===== config.mk =====
export PLATFORM = sky130hd
export DESIGN_NAME = lbw_div
export DESIGN_NICKNAME = d
export VERILOG_FILES = /design/src/hdl/lbw_pkg.sv /design/src/hdl/lbw_div.sv
export SDC_FILE = /design/constraint.sdc
export NUM_CORES = 1
export LEC_CHECK = 0
export ABC_CLOCK_PERIOD_IN_PS = 3800
export BUFFER_PORTS_ARGS = -buffer_cell sky130_fd_sc_hd__buf_4
export CORE_MARGIN = 4
export CORE_UTILIZATION = 50
export CTS_BUF_LIST = sky130_fd_sc_hd__clkbuf_4
export DETAILED_ROUTE_END_ITERATION = 10
export PLACE_DENSITY = 0.75
export RECOVER_POWER = 100
export SYNTH_ARGS = -nofsm -noshare
export SYNTH_HDL_FRONTEND = slang
export SYNTH_SLANG_ARGS = --single-unit
export TNS_END_PERCENT = 10

===== constraint.sdc =====
create_clock -name clock -period 3.8 [get_ports clock]
set_input_delay 0.76 -clock clock [delete_from_list [all_inputs] [get_ports clock]]
set_output_delay 0.76 -clock clock [all_outputs]
set_load 0.01 [all_outputs]

===== src/hdl/lbw_pkg.sv =====
// Shared types, widths and register codes of the lens blend weight core.
`default_nettype none

package lbw_pkg;

   // field widths
   localparam int COORD_W    = 18;  // pixel / vertex coordinate, signed Q13.4
   localparam int ANG_W      = 20;  // ray angle, signed Q3.16
   localparam int FOV_W      = 19;  // half_fov, seam_shift, fov_feather
   localparam int RAMP_W     = 17;  // occlusion ramp, Q13.4
   localparam int FRAME_W    = 14;  // frame size in pixels
   localparam int WGT_W      = 17;  // weight, Q1.16
   localparam int VIDX_W     = 4;   // vertex_index field
   localparam int CSR_IDX_W  = 4;
   localparam int CSR_DATA_W = 19;
   localparam int NUM_LENSES = 2;

   // datapath widths
   localparam int TM_W   = 21;  // lens limit, signed
   localparam int DIFF_W = 19;  // coordinate difference, signed
   localparam int DX_W   = 20;  // offset to closest point, signed
   localparam int PRD_W  = 40;  // product register, signed
   localparam int SUM_W  = 41;  // sum of two products, signed
   localparam int BEST_W = 41;  // squared distance, unsigned
   localparam int DIV_W  = 38;  // divider operand width
   localparam int QUO_W  = 16;  // fraction bits out of the divider
   localparam int ROOT_W = 25;  // square root result
   localparam int RAD_W  = 2 * ROOT_W;

   localparam logic [WGT_W-1:0] WGT_ONE = 17'h10000;

   typedef enum logic [CSR_IDX_W-1:0] {
      REG_HALF_FOV       = 4'd0,
      REG_SEAM_SHIFT     = 4'd1,
      REG_FOV_FEATHER    = 4'd2,
      REG_OCCLUSION_RAMP = 4'd3,
      REG_USE_OCCLUSION  = 4'd4,
      REG_FRAME_WIDTH    = 4'd5,
      REG_FRAME_HEIGHT   = 4'd6,
      REG_MASTER_LENS    = 4'd7
   } csr_reg_type;

   typedef enum logic {
      KIND_QUERY = 1'b0,
      KIND_LOAD  = 1'b1
   } kind_type;

   // vertex write into the polygon store
   typedef struct packed {
      logic                      en;
      logic                      lens;
      logic [VIDX_W-1:0]         index;
      logic signed [COORD_W-1:0] x;
      logic signed [COORD_W-1:0] y;
      logic                      last;
   } vwr_type;

   typedef struct packed {
      logic signed [COORD_W-1:0] x;
      logic signed [COORD_W-1:0] y;
   } vertex_type;

endpackage

`default_nettype wire


===== src/hdl/lbw_div.sv =====
// Radix-2 fraction divider: floor(num * 2^16 / den) for num < den.
`default_nettype none

module lbw_div
   import lbw_pkg::*;
(
   input  wire logic             clock,
   input  wire logic             reset,
   input  wire logic             start,
   input  wire logic [DIV_W-1:0] num,
   input  wire logic [DIV_W-1:0] den,
   output logic                  done,
   output logic [QUO_W-1:0]      quo
);

   localparam int CNT_W = $clog2(QUO_W + 1);

   logic [DIV_W-1:0] rem_ff, rem_in, den_ff;
   logic [QUO_W-1:0] quo_ff;
   logic [CNT_W-1:0] cnt_ff;
   logic             busy_ff, done_ff;
   logic [DIV_W:0]   shifted, trial;
   logic             fits;

   always_comb begin
      shifted = {rem_ff, 1'b0};
      fits    = shifted >= {1'b0, den_ff};
      trial   = shifted - {1'b0, den_ff};
      rem_in  = fits ? trial[DIV_W-1:0] : shifted[DIV_W-1:0];
   end

   always_ff @(posedge clock) begin
      if (reset) begin
         busy_ff <= 1'b0;
         done_ff <= 1'b0;
         cnt_ff  <= '0;
      end else begin
         done_ff <= 1'b0;
         if (start) begin
            busy_ff <= 1'b1;
            cnt_ff  <= CNT_W'(QUO_W);
         end else if (busy_ff) begin
            cnt_ff <= cnt_ff - CNT_W'(1);
            if (cnt_ff == CNT_W'(1)) begin
               busy_ff <= 1'b0;
               done_ff <= 1'b1;
            end
         end
      end
   end

   always_ff @(posedge clock) begin
      if (start) begin
         rem_ff <= num;
         den_ff <= den;
      end else if (busy_ff) begin
         rem_ff <= rem_in;
         quo_ff <= {quo_ff[QUO_W-2:0], fits};
      end
   end

   assign done = done_ff;
   assign quo  = quo_ff;

endmodule

`default_nettype wire


Yosys cells after proc, flatten, opt, wreduce, memory -nomap -nowiden
Index checks and enable logic that the tools add are counted.

Flip-flop bits (word level): 99. Input bits: 79. Output and inout port bits: 17. Word-level logic and storage cells: 26.

Add/sub/neg operators: 2. $lt $le $gt $ge: 1. Equality and inequality tests: 1. Multiplexer cells: 9. Bitwise logic cells: 2. Reduce and logical (&&, ||, !) cells: 4.

Operators by type and width (count): 38-bit 2-to-1 mux (3); 39-bit by 38-bit >= comparator with 1-bit output (1); 38-bit subtractor (1); 5-bit 2-to-1 mux (2); 5-bit by 1-bit == test with 1-bit output, second input constant (1); 5-bit by 1-bit subtractor with 5-bit output, second input constant (1); 1-bit 2-to-1 mux (4); 3-bit OR reduction (1); 1-bit inverter (2); 2-bit AND reduction (1); 2-bit nonzero test (1); 2-bit OR reduction (1).

Logic depth before layout (Yosys ltp)
Word-level depth: 4. Mapped depth: 12. Gate-level depth less buffers: 10.

Worst setup path after synthesis
Ideal clock, no wire load.

Kind: flip-flop to flip-flop. From: reg rem_ff[16]. To: reg rem_ff[36], data pin. Arrival time: 2.622 ns. Required time: 3.539 ns. Setup slack: 0.917 ns. Cell stages (with the launch flop): 12. Period minus slack after synthesis: 2.883 ns. Path through: edfxtp_1 > ha_1 > buf_2 > and4_1 > and2_1 > a22o_1 > or3_4 > o21ai_4 > o31ai_4 > and2_1 > buf_6 > a221o_1.

Longest elaborated chain between the ends: 4.

RTL lines: start: declaration (RTL line lbw_div.sv:18) `logic [DIV_W-1:0] rem_ff, rem_in, den_ff;`; start signal: assignment (RTL line lbw_div.sv:54) `rem_ff <= num;`; start signal: assignment (RTL line lbw_div.sv:57) `rem_ff <= rem_in;`; 38-bit subtractor / 39-bit by 38-bit >= comparator with 1-bit output (equally long branches) (RTL line lbw_div.sv:28, lbw_div.sv:27); 38-bit 2-to-1 mux * (RTL line lbw_div.sv:29) `rem_in = fits ? trial[DIV_W-1:0] : shifted[DIV_W-1:0];`; 38-bit 2-to-1 mux * (RTL line lbw_div.sv:56) `end else if (busy_ff) begin`; 38-bit 2-to-1 mux * (RTL line lbw_div.sv:53) `if (start) begin`.

Every way passes the cells marked *; elsewhere a longest branch is shown, timed or not. The select of a mux whose other input is x is not followed. A chain may end at the register's enable or synchronous reset.

Worst setup path in the final report
From: reg rem_ff[1]. To: reg rem_ff[34], data pin.

Same word-level chain as after synthesis.

==> flow_metrics.py <==
metrics = {
    "run_status": {
        "violations": "capacitance limit, slew limit",
        "status": "finished, violations left",
    },
    "clock_tree": {
        "cts_setup_buffers": 0,
        "cts.sinks": 99,
        "post_cts_resize_count": 0,
        "cts_hold_buf": 0,
        "cts_made_buffers": 9,
        "cts-root-buf": "clkbuf_4",
        "clock_path_buffers": 2,
        "clock_latency_ps": 500,
        "h-tree-depth": 3,
        "clk_pin_slew_ps": 190,
        "cts_tree": "done",
    },
    "critical_path": {
        "r2r_setup_slack_ps": 400,
        "worstPathRequired_ps": 3970,
        "endpoint": "rem_ff[34]$_DFFE_PP_",
        "crit_type": "flip-flop to flip-flop",
        "r2r_start": "rem_ff[1]$_DFFE_PP_",
        "r2r-end": "rem_ff[34]$_DFFE_PP_",
        "r2r_cells": 9,
        "crit_chain": "ha_1 > nand3b_1 > a21oi_1 > o21ai_0 > a211oi_2 > o21ai_4 > o31ai_4 > and2_1 > a221oi_1",
        "worst_path_max_delay_cell": "and2_1",
        "crit_start": "rem_ff[1]$_DFFE_PP_",
        "critical_path.max_fanout": 10,
        "cp_slowest_stage_delay_ps": 510,
        "start_kind": "flip-flop",
        "cp.arrival_ps": 3570,
        "end_kind": "flip-flop",
    },
    "synthesis": {
        "ys_async_sr_fraction": 0,
        "synth_area_sq_mm": 0.00628,
        "synth_area_leaders": "edfxtp_1 44%, ha_1 8.0%, a21oi_1 4.9%, mux2i_1 4.3%, nor2_1 3.3%",
        "synth_seq_cells": 99,
        "synth.distinct_cells": 58,
        "synth_fp_nets": 744,
        "synth_edf_count": 92,
        "yosys.area.top_type": "edfxtp_1",
        "ys.warnings.count": 0,
        "synth_top_area_frac": 0.440,
        "synth.avg_cell_area_sq_um": 10.1,
        "synthCells": 624,
        "synth.yosys.seq_area_share": 0.462,
        "synth_top_flop_cell": "edfxtp_1",
    },
    "drt": {
        "dr_total_vias": 4953,
        "drt-initial-drc-count": 263,
        "route.detailed.drc": 0,
        "finalWirelength_um": 14500,
        "dr.pass1.iters": 5,
        "wl_per_cell_um": 16.6,
        "via_per_inst": 5.63,
        "detail-route-antenna-nets": 0,
    },
    "floorplan": {
        "pin_count": 96,
        "dieHeight_um": 120,
        "start_util": 0.517,
        "rows": 40,
        "core_area_sq_mm": 0.0122,
        "fp.dieArea_sq_mm": 0.0144,
        "die_w_um": 120,
    },
    "sta": {
        "tightest_slew_ps": 1890,
        "setup_tns_ps": 0,
        "rsz0062_at_grt": "no",
        "finalHoldViolCount": 0,
        "report.final.slew_viol_count": 77,
        "fin_crit_sh": 0.896,
        "fin_worst_skew_ps": 24.9,
        "clock.fmax_ghz": 0.294,
        "final-setup-viol-count": 0,
        "period_minus_slack_ps": 3400,
        "max-slew-margin-rel": -0.258,
    },
    "global_routing": {
        "grt_pass1_wl_um": 23600,
        "overflow": 0,
        "grt_antenna_before_repair": 0,
        "grt_pass1_vias": 4888,
        "grt_max_degree": 41,
        "grt_usage": 0.205,
    },
    "final_layout": {
        "diodes": 0,
        "fin_area_sq_mm": 0.00720,
        "drive_gt1_frac": 0.148,
        "syn_to_final_growth_pct": 14.6,
        "fin_nets": 826,
    },
    "min_path": {
        "hold_start": "den[26]",
        "hp-class": "primary input to flip-flop",
    },
    "pwr": {
        "ir_drop_v": 0.000388,
        "power.leakage_nw": 3.02,
        "power.density_mw_per_mm2": 569,
    },
    "place": {
        "port_buffers": 95,
        "routabilityCongestion": 0.896,
        "hpwl_um": 10800,
        "placed_cell_area_sq_mm": 0.00712,
    },
    "run": {
        "maxCapViolCount": 2,
    },
}
-- area by class of cell --
class	instances	area, sq um
clock buffers	9	67.6
clock inverters	7	90.1
fillers	1083	4960
inverters	47	176
multi-input cells	448	3060
flip-flops and latches	99	2900
well taps	168	210
repair buffers	101	699
-- worst min path at each step --
stage	slack, ps	cells after the start	to
floorplan	470	2	cnt_ff[1]$_SDFFE_PP0P_
global placement	440	0	quo[6]$_DFFE_PP_
detailed placement	440	0	quo[12]$_DFFE_PP_
CTS	380	1	den_ff[2]$_DFFE_PP_
global route	380	1	den_ff[2]$_DFFE_PP_
finish	430	1	den_ff[26]$_DFFE_PP_
-- per-stage QoR --
step,hold slack (ps),util,setup slack (ps),total power [W],instances
floorplan,468,-,917,0.00302,624
global route,384,0.592,92.0,0.00441,879
finish,433,0.592,395,0.00410,879
global placement,441,0.585,488,0.00345,863
detailed placement,437,0.585,505,0.00348,863
CTS,382,0.598,493,0.00412,879
-- worst max-delay path: cells and delay by family (launching register included) --
family	cells	cell delay [ps]
AO/OA/AOI/OAI	6	1560
adder cells (fa/ha/maj)	1	410
flip-flops	1	440
AND/OR/NAND/NOR	2	650
-- synth_stat cells (2+ instances only) --
library cell and instances:
edfxtp_1 92, a21oi_1 62, nor2_1 55, nand2_1 48
inv_1 46, ha_1 40, o21ai_0 29, mux2i_1 27
clkbuf_1 21, xnor2_1 20, a21o_1 17, xor2_1 16
nor3_1 15, nor3b_1 12, nand3_1 11, nand4_1 11
a221o_1 9, o21bai_1 8, dfxtp_1 7, a211oi_1 6
nor2b_1 6, and2_1 5, buf_2 4, o21a_1 4
a2111oi_0 3, a221oi_1 3, a31oi_1 3, and3_1 3
buf_4 3, o211ai_1 3, o311ai_0 3, a311oi_1 2
and4_1 2, buf_6 2, nor4b_1 2, o31ai_1 2
-- kinds of logic after synthesis --
group           count (synthesis)  share of synthesized area
fa+ha+maj                      41                     0.0829
buf+inv                        77                     0.0510
compound gates                169                      0.177
xor+xnor                       36                     0.0502
simple gates                  175                      0.134
flops                          99                      0.462
mux                            27                     0.0430
-- state kept, by name, summed over array words and instances, names as in the netlist --
name and flops:
den_ff 38, quo 16, done 1, cnt_ff 5, rem_ff 38, busy_ff 1
-- layer usage --
metal / GRT usage / share of wire / vias up / wire length (um)
met1: 0.261 / 0.45 / 2319 / 6510
met3: 0.0617 / 0.062 / 14 / 895
met2: 0.342 / 0.48 / 155 / 6960
met5: 0 / 0 / - / 0
met4: 0.0523 / 0.012 / 0 / 181
li1: - / - / 2465 / -
-- power breakdown --
group          internal [W]  total (W)  switching [W]
combinational      0.000847    0.00197        0.00113
sequential          0.00140    0.00149      0.0000865
clock              0.000220   0.000631       0.000411
total               0.00247    0.00410        0.00162
-- layout by cell type, fill, tap and decap left out, types with 4 or more instances in the layout --
cell type / instances
nand4_1: 11
o21ai_0: 29
xnor2_1: 20
dfxtp_1: 7
o21bai_1: 8
clkbuf_1: 19
ha_1: 40
a211oi_1: 6
o21a_1: 4
inv_1: 46
edfxtp_1: 92
a221o_1: 9
nor3_1: 15
nor2_1: 55
buf_4: 43
nand3_1: 11
clkbuf_4: 47
a21o_1: 17
nor2b_1: 6
a21oi_1: 63
mux2i_1: 27
nand2_1: 48
and2_1: 5
xor2_1: 16
nor3b_1: 12
Note: power is estimated with default switching activity, not from simulation.
