`config.mk`:
```
export PLATFORM = sky130hd
export DESIGN_NAME = lbw_sqrt
export DESIGN_NICKNAME = d
export VERILOG_FILES = /design/src/hdl/lbw_pkg.sv /design/src/hdl/lbw_sqrt.sv
export SDC_FILE = /design/constraint.sdc
export NUM_CORES = 1
export LEC_CHECK = 0
export CORE_MARGIN = 3
export CORE_UTILIZATION = 45
export CTS_BUF_LIST = sky130_fd_sc_hd__clkbuf_4 sky130_fd_sc_hd__clkbuf_8
export DETAILED_ROUTE_END_ITERATION = 10
export DONT_BUFFER_PORTS = 1
export MAX_ROUTING_LAYER = met4
export PLACE_DENSITY = 0.67
export SYNTH_ARGS = -nofsm -noshare
export SYNTH_HDL_FRONTEND = slang
export SYNTH_SLANG_ARGS = --single-unit
```
`constraint.sdc`:
```
create_clock -name clock -period 2.85 [get_ports clock]
set_input_delay 0.1425 -clock clock [delete_from_list [all_inputs] [get_ports clock]]
set_output_delay 0.1425 -clock clock [all_outputs]
set_load 0.02 [all_outputs]
```
`src/hdl/lbw_pkg.sv`:
```
// Shared types, widths and register codes of the lens blend weight core.
`default_nettype none

package lbw_pkg;

   // field widths
   localparam int COORD_W    = 18;  // pixel / vertex coordinate, signed Q13.4
   localparam int ANG_W      = 20;  // ray angle, signed Q3.16
   localparam int FOV_W      = 19;  // half_fov, seam_shift, fov_feather
   localparam int RAMP_W     = 17;  // occlusion ramp, Q13.4
   localparam int FRAME_W    = 14;  // frame size in pixels
   localparam int WGT_W      = 17;  // weight, Q1.16
   localparam int VIDX_W     = 4;   // vertex_index field
   localparam int CSR_IDX_W  = 4;
   localparam int CSR_DATA_W = 19;
   localparam int NUM_LENSES = 2;

   // datapath widths
   localparam int TM_W   = 21;  // lens limit, signed
   localparam int DIFF_W = 19;  // coordinate difference, signed
   localparam int DX_W   = 20;  // offset to closest point, signed
   localparam int PRD_W  = 40;  // product register, signed
   localparam int SUM_W  = 41;  // sum of two products, signed
   localparam int BEST_W = 41;  // squared distance, unsigned
   localparam int DIV_W  = 38;  // divider operand width
   localparam int QUO_W  = 16;  // fraction bits out of the divider
   localparam int ROOT_W = 25;  // square root result
   localparam int RAD_W  = 2 * ROOT_W;

   localparam logic [WGT_W-1:0] WGT_ONE = 17'h10000;

   typedef enum logic [CSR_IDX_W-1:0] {
      REG_HALF_FOV       = 4'd0,
      REG_SEAM_SHIFT     = 4'd1,
      REG_FOV_FEATHER    = 4'd2,
      REG_OCCLUSION_RAMP = 4'd3,
      REG_USE_OCCLUSION  = 4'd4,
      REG_FRAME_WIDTH    = 4'd5,
      REG_FRAME_HEIGHT   = 4'd6,
      REG_MASTER_LENS    = 4'd7
   } csr_reg_type;

   typedef enum logic {
      KIND_QUERY = 1'b0,
      KIND_LOAD  = 1'b1
   } kind_type;

   // vertex write into the polygon store
   typedef struct packed {
      logic                      en;
      logic                      lens;
      logic [VIDX_W-1:0]         index;
      logic signed [COORD_W-1:0] x;
      logic signed [COORD_W-1:0] y;
      logic                      last;
   } vwr_type;

   typedef struct packed {
      logic signed [COORD_W-1:0] x;
      logic signed [COORD_W-1:0] y;
   } vertex_type;

endpackage

`default_nettype wire

```
`src/hdl/lbw_sqrt.sv`:
```
// Digit-by-digit integer square root, two radicand bits per cycle.
`default_nettype none

module lbw_sqrt
   import lbw_pkg::*;
(
   input  wire logic             clock,
   input  wire logic             reset,
   input  wire logic             start,
   input  wire logic [RAD_W-1:0] radicand,
   output logic                  done,
   output logic [ROOT_W-1:0]     root
);

   localparam int CNT_W = $clog2(ROOT_W + 1);

   logic [RAD_W-1:0]  rad_ff;
   logic [ROOT_W:0]   rem_ff;
   logic [ROOT_W-1:0] root_ff;
   logic [CNT_W-1:0]  cnt_ff;
   logic              busy_ff, done_ff;
   logic [ROOT_W+2:0] rem_sh, trial, rem_sub;
   logic              ge;

   always_comb begin
      rem_sh  = {rem_ff, rad_ff[RAD_W-1:RAD_W-2]};
      trial   = {1'b0, root_ff, 2'b01};
      ge      = rem_sh >= trial;
      rem_sub = rem_sh - trial;
   end

   always_ff @(posedge clock) begin
      if (reset) begin
         busy_ff <= 1'b0;
         done_ff <= 1'b0;
         cnt_ff  <= '0;
      end else begin
         done_ff <= 1'b0;
         if (start) begin
            busy_ff <= 1'b1;
            cnt_ff  <= CNT_W'(ROOT_W);
         end else if (busy_ff) begin
            cnt_ff <= cnt_ff - CNT_W'(1);
            if (cnt_ff == CNT_W'(1)) begin
               busy_ff <= 1'b0;
               done_ff <= 1'b1;
            end
         end
      end
   end

   always_ff @(posedge clock) begin
      if (start) begin
         rad_ff  <= radicand;
         rem_ff  <= '0;
         root_ff <= '0;
      end else if (busy_ff) begin
         rad_ff  <= {rad_ff[RAD_W-3:0], 2'b00};
         rem_ff  <= ge ? rem_sub[ROOT_W:0] : rem_sh[ROOT_W:0];
         root_ff <= {root_ff[ROOT_W-2:0], ge};
      end
   end

   assign done = done_ff;
   assign root = root_ff;

endmodule

`default_nettype wire

```
### Word level (Yosys, flattened, before mapping)

Index checks and enable logic that the tools add are counted.
Widths: inputs -> output; s select.

| cells by class | value |
|---|---|
| magnitude comparators | 1 |
| $add $sub $neg | 2 |
| equal/unequal tests | 1 |
| reductions and logical operators | 3 |
| bitwise gates (word level) | 1 |
| muxes and demuxes | 9 |

Operators with widths:

| operator | number |
|---|---|
| $mux 50 | 2 |
| $ge 28x27->1 | 1 |
| $mux 26 | 1 |
| $sub 26x26->26 | 1 |
| $mux 5 | 2 |
| $eq 5x1->1 const B | 1 |
| $sub 5x1->5 const B | 1 |
| $mux 1 | 4 |
| $reduce_or 3->1 | 1 |
| $reduce_bool 2->1 | 1 |
| $reduce_or 2->1 | 1 |
| $not 1->1 | 1 |

| word-level totals | value |
|---|---|
| logic and storage cells | 24 |
| bits in registers | 108 |
| output and inout port bits | 26 |
| input port bits | 53 |

### Longest topological paths before layout

Gate-level depths: netlist of run 1.

| depth | value |
|---|---|
| depth in word-level cells | 4 |
| mapped depth | 12 |
| gate-level depth less buffers | 11 |

### Least setup slack after synthesis of run 1

OpenSTA, ideal clock, no wires.

| timing | value |
|---|---|
| path kind | flip-flop to flip-flop |
| start point | register root_ff[10] (netlist: root[10]) |
| end point | register rem_ff[2] |
| data required time | 2.722 ns |
| stages on the path, launching flop included | 13 |
| library setup time | 0.128 ns |
| data arrival time | 2.582 ns |
| setup slack | 0.141 ns |
| buffers on the path | 1 |
| clock period less this slack | 2.709 ns |
| cell sequence | dfxtp_1 -> inv_1 -> ha_1 -> and4_4 -> nand2_2 -> or3_1 -> o311a_1 -> o311ai_1 -> nand2_2 -> nand2_8 -> buf_6 -> mux2i_1 -> o21ai_1 |

| between the ends | value |
|---|---|
| word-level cells in the longest chain between the ends | 2 |

Ends and longest elaborated chain:

| what | RTL line | text |
|---|---|---|
| start: declaration | lbw_sqrt.sv:19 | `logic [ROOT_W-1:0] root_ff;` |
| start signal: assignment | lbw_sqrt.sv:60 | `root_ff <= {root_ff[ROOT_W-2:0], ge};` |
| $ge 28x27->1 | lbw_sqrt.sv:28 | `ge = rem_sh >= trial;` |
| $mux 26 | lbw_sqrt.sv:59 | `rem_ff <= ge ? rem_sub[ROOT_W:0] : rem_sh[ROOT_W:0];` |
| end signal: assignment | lbw_sqrt.sv:59 |  |
| end: declaration | lbw_sqrt.sv:18 | `logic [ROOT_W:0] rem_ff;` |

No other way between the ends.
A chain may end at the register's enable or synchronous reset.

### Final worst setup path of run 1

| timing | value |
|---|---|
| start point | register root_ff[13] (netlist: root[13]) |
| end point | register rem_ff[21] |

| between the ends | value |
|---|---|
| word-level cells in the longest chain between the ends | 2 |
| elaborated cells between the ends (all ways) | 3 |
| classes of those cells | add/sub: 1; order compare: 1; mux: 1 |

Ends and longest elaborated chain:

| what | RTL line |
|---|---|
| $sub 26x26->26 / $ge 28x27->1 (equally long branches) | lbw_sqrt.sv:29, lbw_sqrt.sv:28 |
| $mux 26 * | lbw_sqrt.sv:59 |

Mark *: on every way between the ends. The rest lies on a longest branch, timed or not.

==> results of run 1 <==
[how the worst max path moves through the flow]
stage                 endpoint  startpoint
finish              rem_ff[21]    root[13]
global route        rem_ff[22]    root[13]
CTS                 rem_ff[11]    root[13]
detailed placement  rem_ff[11]    root[13]
global placement    rem_ff[21]    root[12]
floorplan            rem_ff[2]    root[10]
[timing repair]
item	in CTS	in global routing
hold buffers	53	0
gates resized for setup	0	4
endpoints found under the hold margin	93	0
setup endpoints to repair	0	19
[sequential cells by signal (all words and copies together) (netlist names)]
| name | count |
|---|---|
| root | 25 |
| done | 1 |
| rem_ff | 26 |
| busy_ff | 1 |
| rad_ff | 50 |
| cnt_ff | 5 |
[cell families after synthesis]
| logic type | share of synthesized area [%] |
|---|---|
| AO/OA/AOI/OAI | 11.2 |
| XOR/XNOR | 4.43 |
| adder cells (fa/ha/maj) | 6.33 |
| buffers and inverters | 4.08 |
| flip-flops | 46.5 |
| multiplexers | 17.8 |
| AND/OR/NAND/NOR | 9.72 |
[power by group through the flow]
stage	logic, W	clock network (W)	registers (W)
6_report	0.00382	0.000981	0.00199
4_1_cts	0.00369	0.00103	0.00199
3_5_place_dp	0.00358	0	0.00202
3_3_place_gp	0.00350	0	0.00202
2_1_floorplan	0.00309	0	0.00199
5_1_grt	0.00420	0.00107	0.00202
[cell usage in the layout, fill, tap and decap left out, drive strengths merged, types with 7 or more instances in the layout]
cell	netlist	routed
dfxtp	58	58
nor2	56	56
dlygate4sd3	0	52
edfxtp	50	50
mux2	48	48
mux2i	48	48
inv	34	37
buf	8	36
nand2	31	32
ha	29	29
o21ai	23	23
a21oi	19	19
xor2	16	16
xnor2	13	13
a21o	12	12
a211oi	11	11
clkbuf	14	9
nor3	7	7
[layer usage]
layer  global-route usage (%)  up-vias  routed length [um]
met5                        -        -                   0
met4                     4.42        0                 118
met3                     5.65       10                 606
met2                     31.3       87                6250
met1                     22.7     1990                5460
li1                         -     2074                   -
[worst register-to-register path, delay by kind of cell, from the launching register on]
kind | cells | cell delay (ns)
buf+inv | 1 | 0.04
fa+ha+maj | 1 | 0.35
simple gates | 5 | 1.14
flops | 1 | 0.35
compound gates | 3 | 0.47
mux | 1 | 0.26
[per-stage QoR]
stage	TNS, ns	hold WS, ns	cell area (um2)	utilization (%)
after floorplan	0	0.215	5730	-
after global placement	0	0.211	6100	49.9
after detailed placement	0	0.210	6100	49.9
after CTS	0	0.131	6850	56.1
after global routing	-0.0250	0.151	6880	56.3
final	0	0.158	6880	56.3
[area by class of cell]
class	instances	area share [%]
Multi-Input combinational cell	371	41.6
Sequential cell	108	38.7
Timing Repair Buffer	88	11.8
Tap cell	168	3.06
Inverter	34	1.86
Clock buffer	9	1.80
Clock inverter	7	1.16
==> results.yml, run 1 <==
drt:
  drtIter0Drc: 193
  drt.antenna.violating_nets: 0
  wl_um: 12400
  drc_errors: 0
  wl_per_cell_um: 15.8
  viasPerCell: 5.30
  vias: 4161
  drt-pass1-iter-count: 5
power_and_ir_drop:
  p_per_area_nw_per_um2: 987
  p_int_w: 0.00404
  combinationalPowerShare_pct: 56.2
  power.net_switching_w: 0.00275
  power.total_w: 0.00679
  ir_drop_mv: 0.606
  p_seq_share_pct: 29.4
  swShare_pct: 40.5
  leakagePower_nw: 2.77
  p_clk_share_pct: 14.5
place:
  gp_congestion: 0.830
  dpl.cell_count: 715
  pre_cts_ws_ns: 0.164
  place_hpwl_um: 8150
  io_buffer_count: 0
timing:
  final-hold-violation-count: 0
  worst_slack_ns: 0.144
  drv_slew: 0
  fin_crit_sh_pct: 95.0
  setup-violations-final: 0
  worst_pin_slew_ns: 1.01
  fmax_ghz: 0.370
  fin_worst_skew_ns: 0.0207
  max_slew_margin_pct: 32.9
  fin_crit_ns: 2.71
outcome:
  status: "finished, final reports clean"
clock_network:
  cts_root_buffer: "clkbuf_8"
  post_cts.repair.setup_buffers: 0
  clk_pin_slew_ns: 0.11
  clock_sinks: 108
  htreeDepth: 3
  cts_made_buffers: 9
  cts_max_path_buffers: 2
  worstSkewPairLatency_ns: 0.39
  tritoncts: "yes"
floorplanning:
  rows: 40
  dieArea_um2: 14100
  coreArea_um2: 12200
  io_pins: 79
  initial_core_util_pct: 46.9
  fp.dieW_um: 119
  die_h_um: 119
cells_and_area:
  seqCellArea_um2: 2660
  multi_input_area_um2: 2860
  areaGrowthSynthToFinish_pct: 20.0
  fin_cells: 785
  fillers: 1091
  layout.nets: 694
  diodes: 0
  drive_gt1_share_pct: 18.3
worst_setup_path:
  slowest_delay_ns: 0.35
  r2r_slack_ns: 0.14
  critical_path.top_delay_family: "simple AND/OR/NAND/NOR gates"
  path_max_fanout: 13
  rr_worst_depth: 11
  crit_chain: "inv_1, ha_1, and4_4, nand2_2, or3_1, o311a_1, o311ai_1, nand2_2, nand2_4, mux2i_1, o21ai_1"
  cp.depth: 11
  worst_path_max_delay_cell: "dfxtp_1"
  cp_num_buf_inv: 1
  arrival_ns: 3.00
  criticalPathCategory: "flop to flop"
  r2r_end: "rem_ff[21]"
  end_kind: "flop"
  start_kind: "flop"
  required_ns: 3.14
  r2r-start: "root[13]"
  cp_common_cell: "nand2_2"
synth:
  synth_seq_cells: 108
  ys_top_cells_by_area: "edfxtp_1, dfxtp_1, mux2_2"
  synth_edf_count: 50
  synth_top_cell_area_share_pct: 26.2
  netlist-cell-type-count: 52
  synth.most_common_cell: "dfxtp_1"
  synthArstFlopShare_pct: 0
  yosys.area.top_type: "edfxtp_1"
  synthCells: 534
  synth_top_cells_by_count: "dfxtp_1, nor2_1, edfxtp_1, mux2_2, mux2i_1"
  ys_seq_area_share_pct: 46.5
  synthFlopType: "dfxtp_1"
  synth.cell_area_um2: 5730
  postSynthAreaPerCell_um2: 10.7
  ys.warnings.count: 0
  synth_nets: 616
global_route:
  grt_use_total_pct: 18.8
  overflow: 0
  grt_pass1_vias: 4333
  grt_pass1_wl_um: 21000
  grt_max_degree: 93
  grt_antenna_before_repair: 0
min_path:
  min_from: "start"
  min_path_cells: 2
  holdPathEnd: "root[23]"
  hold_path.class: "primary input to flop"
job:
  maxCapViolCount: 0
Power figures use the tool's default switching activity.
==> run 2, diff against run 1 <==
--- a/config.mk
+++ b/config.mk
@@ -6,12 +6,12 @@
 export NUM_CORES = 1
 export LEC_CHECK = 0
 export CORE_MARGIN = 3
-export CORE_UTILIZATION = 45
+export CORE_UTILIZATION = 24
 export CTS_BUF_LIST = sky130_fd_sc_hd__clkbuf_4 sky130_fd_sc_hd__clkbuf_8
 export DETAILED_ROUTE_END_ITERATION = 10
 export DONT_BUFFER_PORTS = 1
 export MAX_ROUTING_LAYER = met4
-export PLACE_DENSITY = 0.67
+export PLACE_DENSITY = 0.44
 export SYNTH_ARGS = -nofsm -noshare
 export SYNTH_HDL_FRONTEND = slang
 export SYNTH_SLANG_ARGS = --single-unit
==> run 2 against run 1 <==
Compared with the run above: global-route usage fell by 7.9 points; non-clock buffer count rose by 7; die area rose by 82%; final area rose by 3.2%; highest routed layer unchanged.
==> results.yml, run 2 (synthesis results as in run 1) <==
global_route:
  grt_max_degree: 91
  grt_pass1_vias: 4367
  grt_antenna_before_repair: 1
  grt_pass1_wl_um: 22200
  busiest_layer: "met2"
  grt_use_total_pct: 10.9
  overflow: 0
  met1_usage_pct: 13.0
  groute.layer.met2.usage_pct: 17.9
  grtUsageMet3_pct: 3.33
floorplanning:
  dieArea_um2: 25800
  rows: 55
  die_h_um: 161
  fp.dieW_um: 161
  io_pins: 79
  coreArea_um2: 23100
  initial_core_util_pct: 24.9
power_and_ir_drop:
  combinationalPowerShare_pct: 57.1
  power.net_switching_w: 0.00277
  p_clk_share_pct: 13.5
  p_per_area_nw_per_um2: 952
  leakagePower_nw: 2.80
  swShare_pct: 41.0
  ir_drop_mv: 0.412
  p_int_w: 0.00399
  p_seq_share_pct: 29.4
drt:
  vias: 4153
  drc_errors: 0
  drtIter0Drc: 171
  wl_um: 13600
  viasPerCell: 4.43
  wl_per_cell_um: 14.5
  drt-pass1-iter-count: 5
  drt.antenna.violating_nets: 0
timing:
  rsz0062_at_grt: "false"
  fin_crit_ns: 2.69
  tns_ns: 0
  whs_ns: 0.144
  max_slew_margin_pct: 48.0
  drv_slew: 0
  fin_worst_skew_ns: 0.0117
  setup-violations-final: 0
  fin_crit_sh_pct: 94.4
  fmax_ghz: 0.372
  worst_pin_slew_ns: 0.780
  final-hold-violation-count: 0
clock_network:
  worstSkewPairLatency_ns: 0.39
  tritoncts: "yes"
  clock_sinks: 108
  clk_pin_slew_ns: 0.11
  cts_max_path_buffers: 2
  cts_made_buffers: 9
  htreeDepth: 3
  cts_root_buffer: "clkbuf_8"
place:
  gp_congestion: 0.830
  place_hpwl_um: 9180
  io_buffer_count: 0
  dpl.cell_count: 865
worst_setup_path:
  worst_path_max_delay_cell: "ha_1"
  end_kind: "flop"
  endpoint: "rem_ff[25]"
  required_ns: 3.11
  crit_start: "root[3]"
  rr_worst_depth: 11
  slowest_delay_ns: 0.37
  path_max_fanout: 6
  arrival_ns: 2.95
  r2r_end: "rem_ff[25]"
  criticalPathCategory: "flop to flop"
  r2r-start: "root[3]"
  crit_chain: "inv_1, ha_1, o21a_1, o2111ai_1, o21ba_2, o311a_1, o31ai_1, a31oi_1, xor2_1, mux2i_1, o21ai_1"
  r2r_slack_ns: 0.16
  start_kind: "flop"
cells_and_area:
  layout.nets: 701
  fin_cells: 937
  final_common_cell: "dfxtp_1"
  drive_gt1_share_pct: 18.6
  fin_util_pct: 30.8
  largest_register: "rad_ff"
  largest_reg_flops: 50
  final_cell_mix: "dfxtp_1, nor2_1, dlygate4sd3_1"
  areaGrowthSynthToFinish_pct: 23.9
min_path:
  hold_path.class: "primary input to flop"
outcome:
  status: "finished, final reports clean"
job:
  maxCapViolCount: 0
## run 2: changes by cell type in the layout (fill, tap and decap cells not counted), sizes merged
cell         before  now
clkinvlp          1    0
dlygate4sd3      52   53
bufinv            1    0
buf              36   42
clkinv            2    3
diode             0    1
## run 2: worst max-delay path: cells and delay by family (launching register included)
kind | cells | cell delay (ns)
adder cells (fa/ha/maj) | 1 | 0.37
XOR/XNOR | 1 | 0.16
flip-flops | 1 | 0.35
multiplexers | 1 | 0.14
AO/OA/AOI/OAI | 7 | 1.50
buffers and inverters | 1 | 0.05
## run 2: power by group through the flow
stage	logic, W	registers [W]	clock network (W)
global route	0.00429	0.00201	0.00103
finish	0.00386	0.00199	0.000911
floorplan	0.00309	0.00199	0
global placement	0.00368	0.00202	0
CTS	0.00381	0.00199	0.000975
detailed placement	0.00370	0.00202	0
## run 2: per-stage QoR
stage	worst slack, ns	power (W)	area [um2]
final	0.160	0.00676	7100
after global routing	0.0123	0.00733	7100
after CTS	0.107	0.00677	7070
after detailed placement	0.133	0.00572	6330
after global placement	0.145	0.00570	6330
after floorplan	0.141	0.00508	5730
## run 2: how the worst min path moves through the flow
stage                      from          to  slack (ns)  depth (start not counted)
final                     start    root[24]        0.14                          2
after detailed placement  reset     busy_ff        0.21                          1
after floorplan           reset     busy_ff        0.21                          1
after global routing      start    root[24]        0.15                          2
after global placement    reset     busy_ff        0.21                          1
after CTS                 start  rem_ff[23]        0.13                          4
## run 2: metal layers
metal / part of all wire (%) / wire length (um)
met5: 0 / 0
met4: 1.4 / 191
met3: 5.0 / 686
met2: 47 / 6440
met1: 46 / 6290
## run 2: final cells by class
cell class              instances  area (um2)
fillers                      2399       16000
multi-input cells             371        2850
flip-flops and latches        108        2660
repair buffers                 95         878
well taps                     313         392
inverters                      34         128
clock buffers                   9         124
clock inverters                 6        57.6
diodes                          1        2.50
## run 2: what timing repair did
item,CTS,global route
hold buffers,54,0
endpoints found under the setup margin,0,14
buffers inserted,0,1
hold endpoints to repair,92,0
resized for setup,0,3
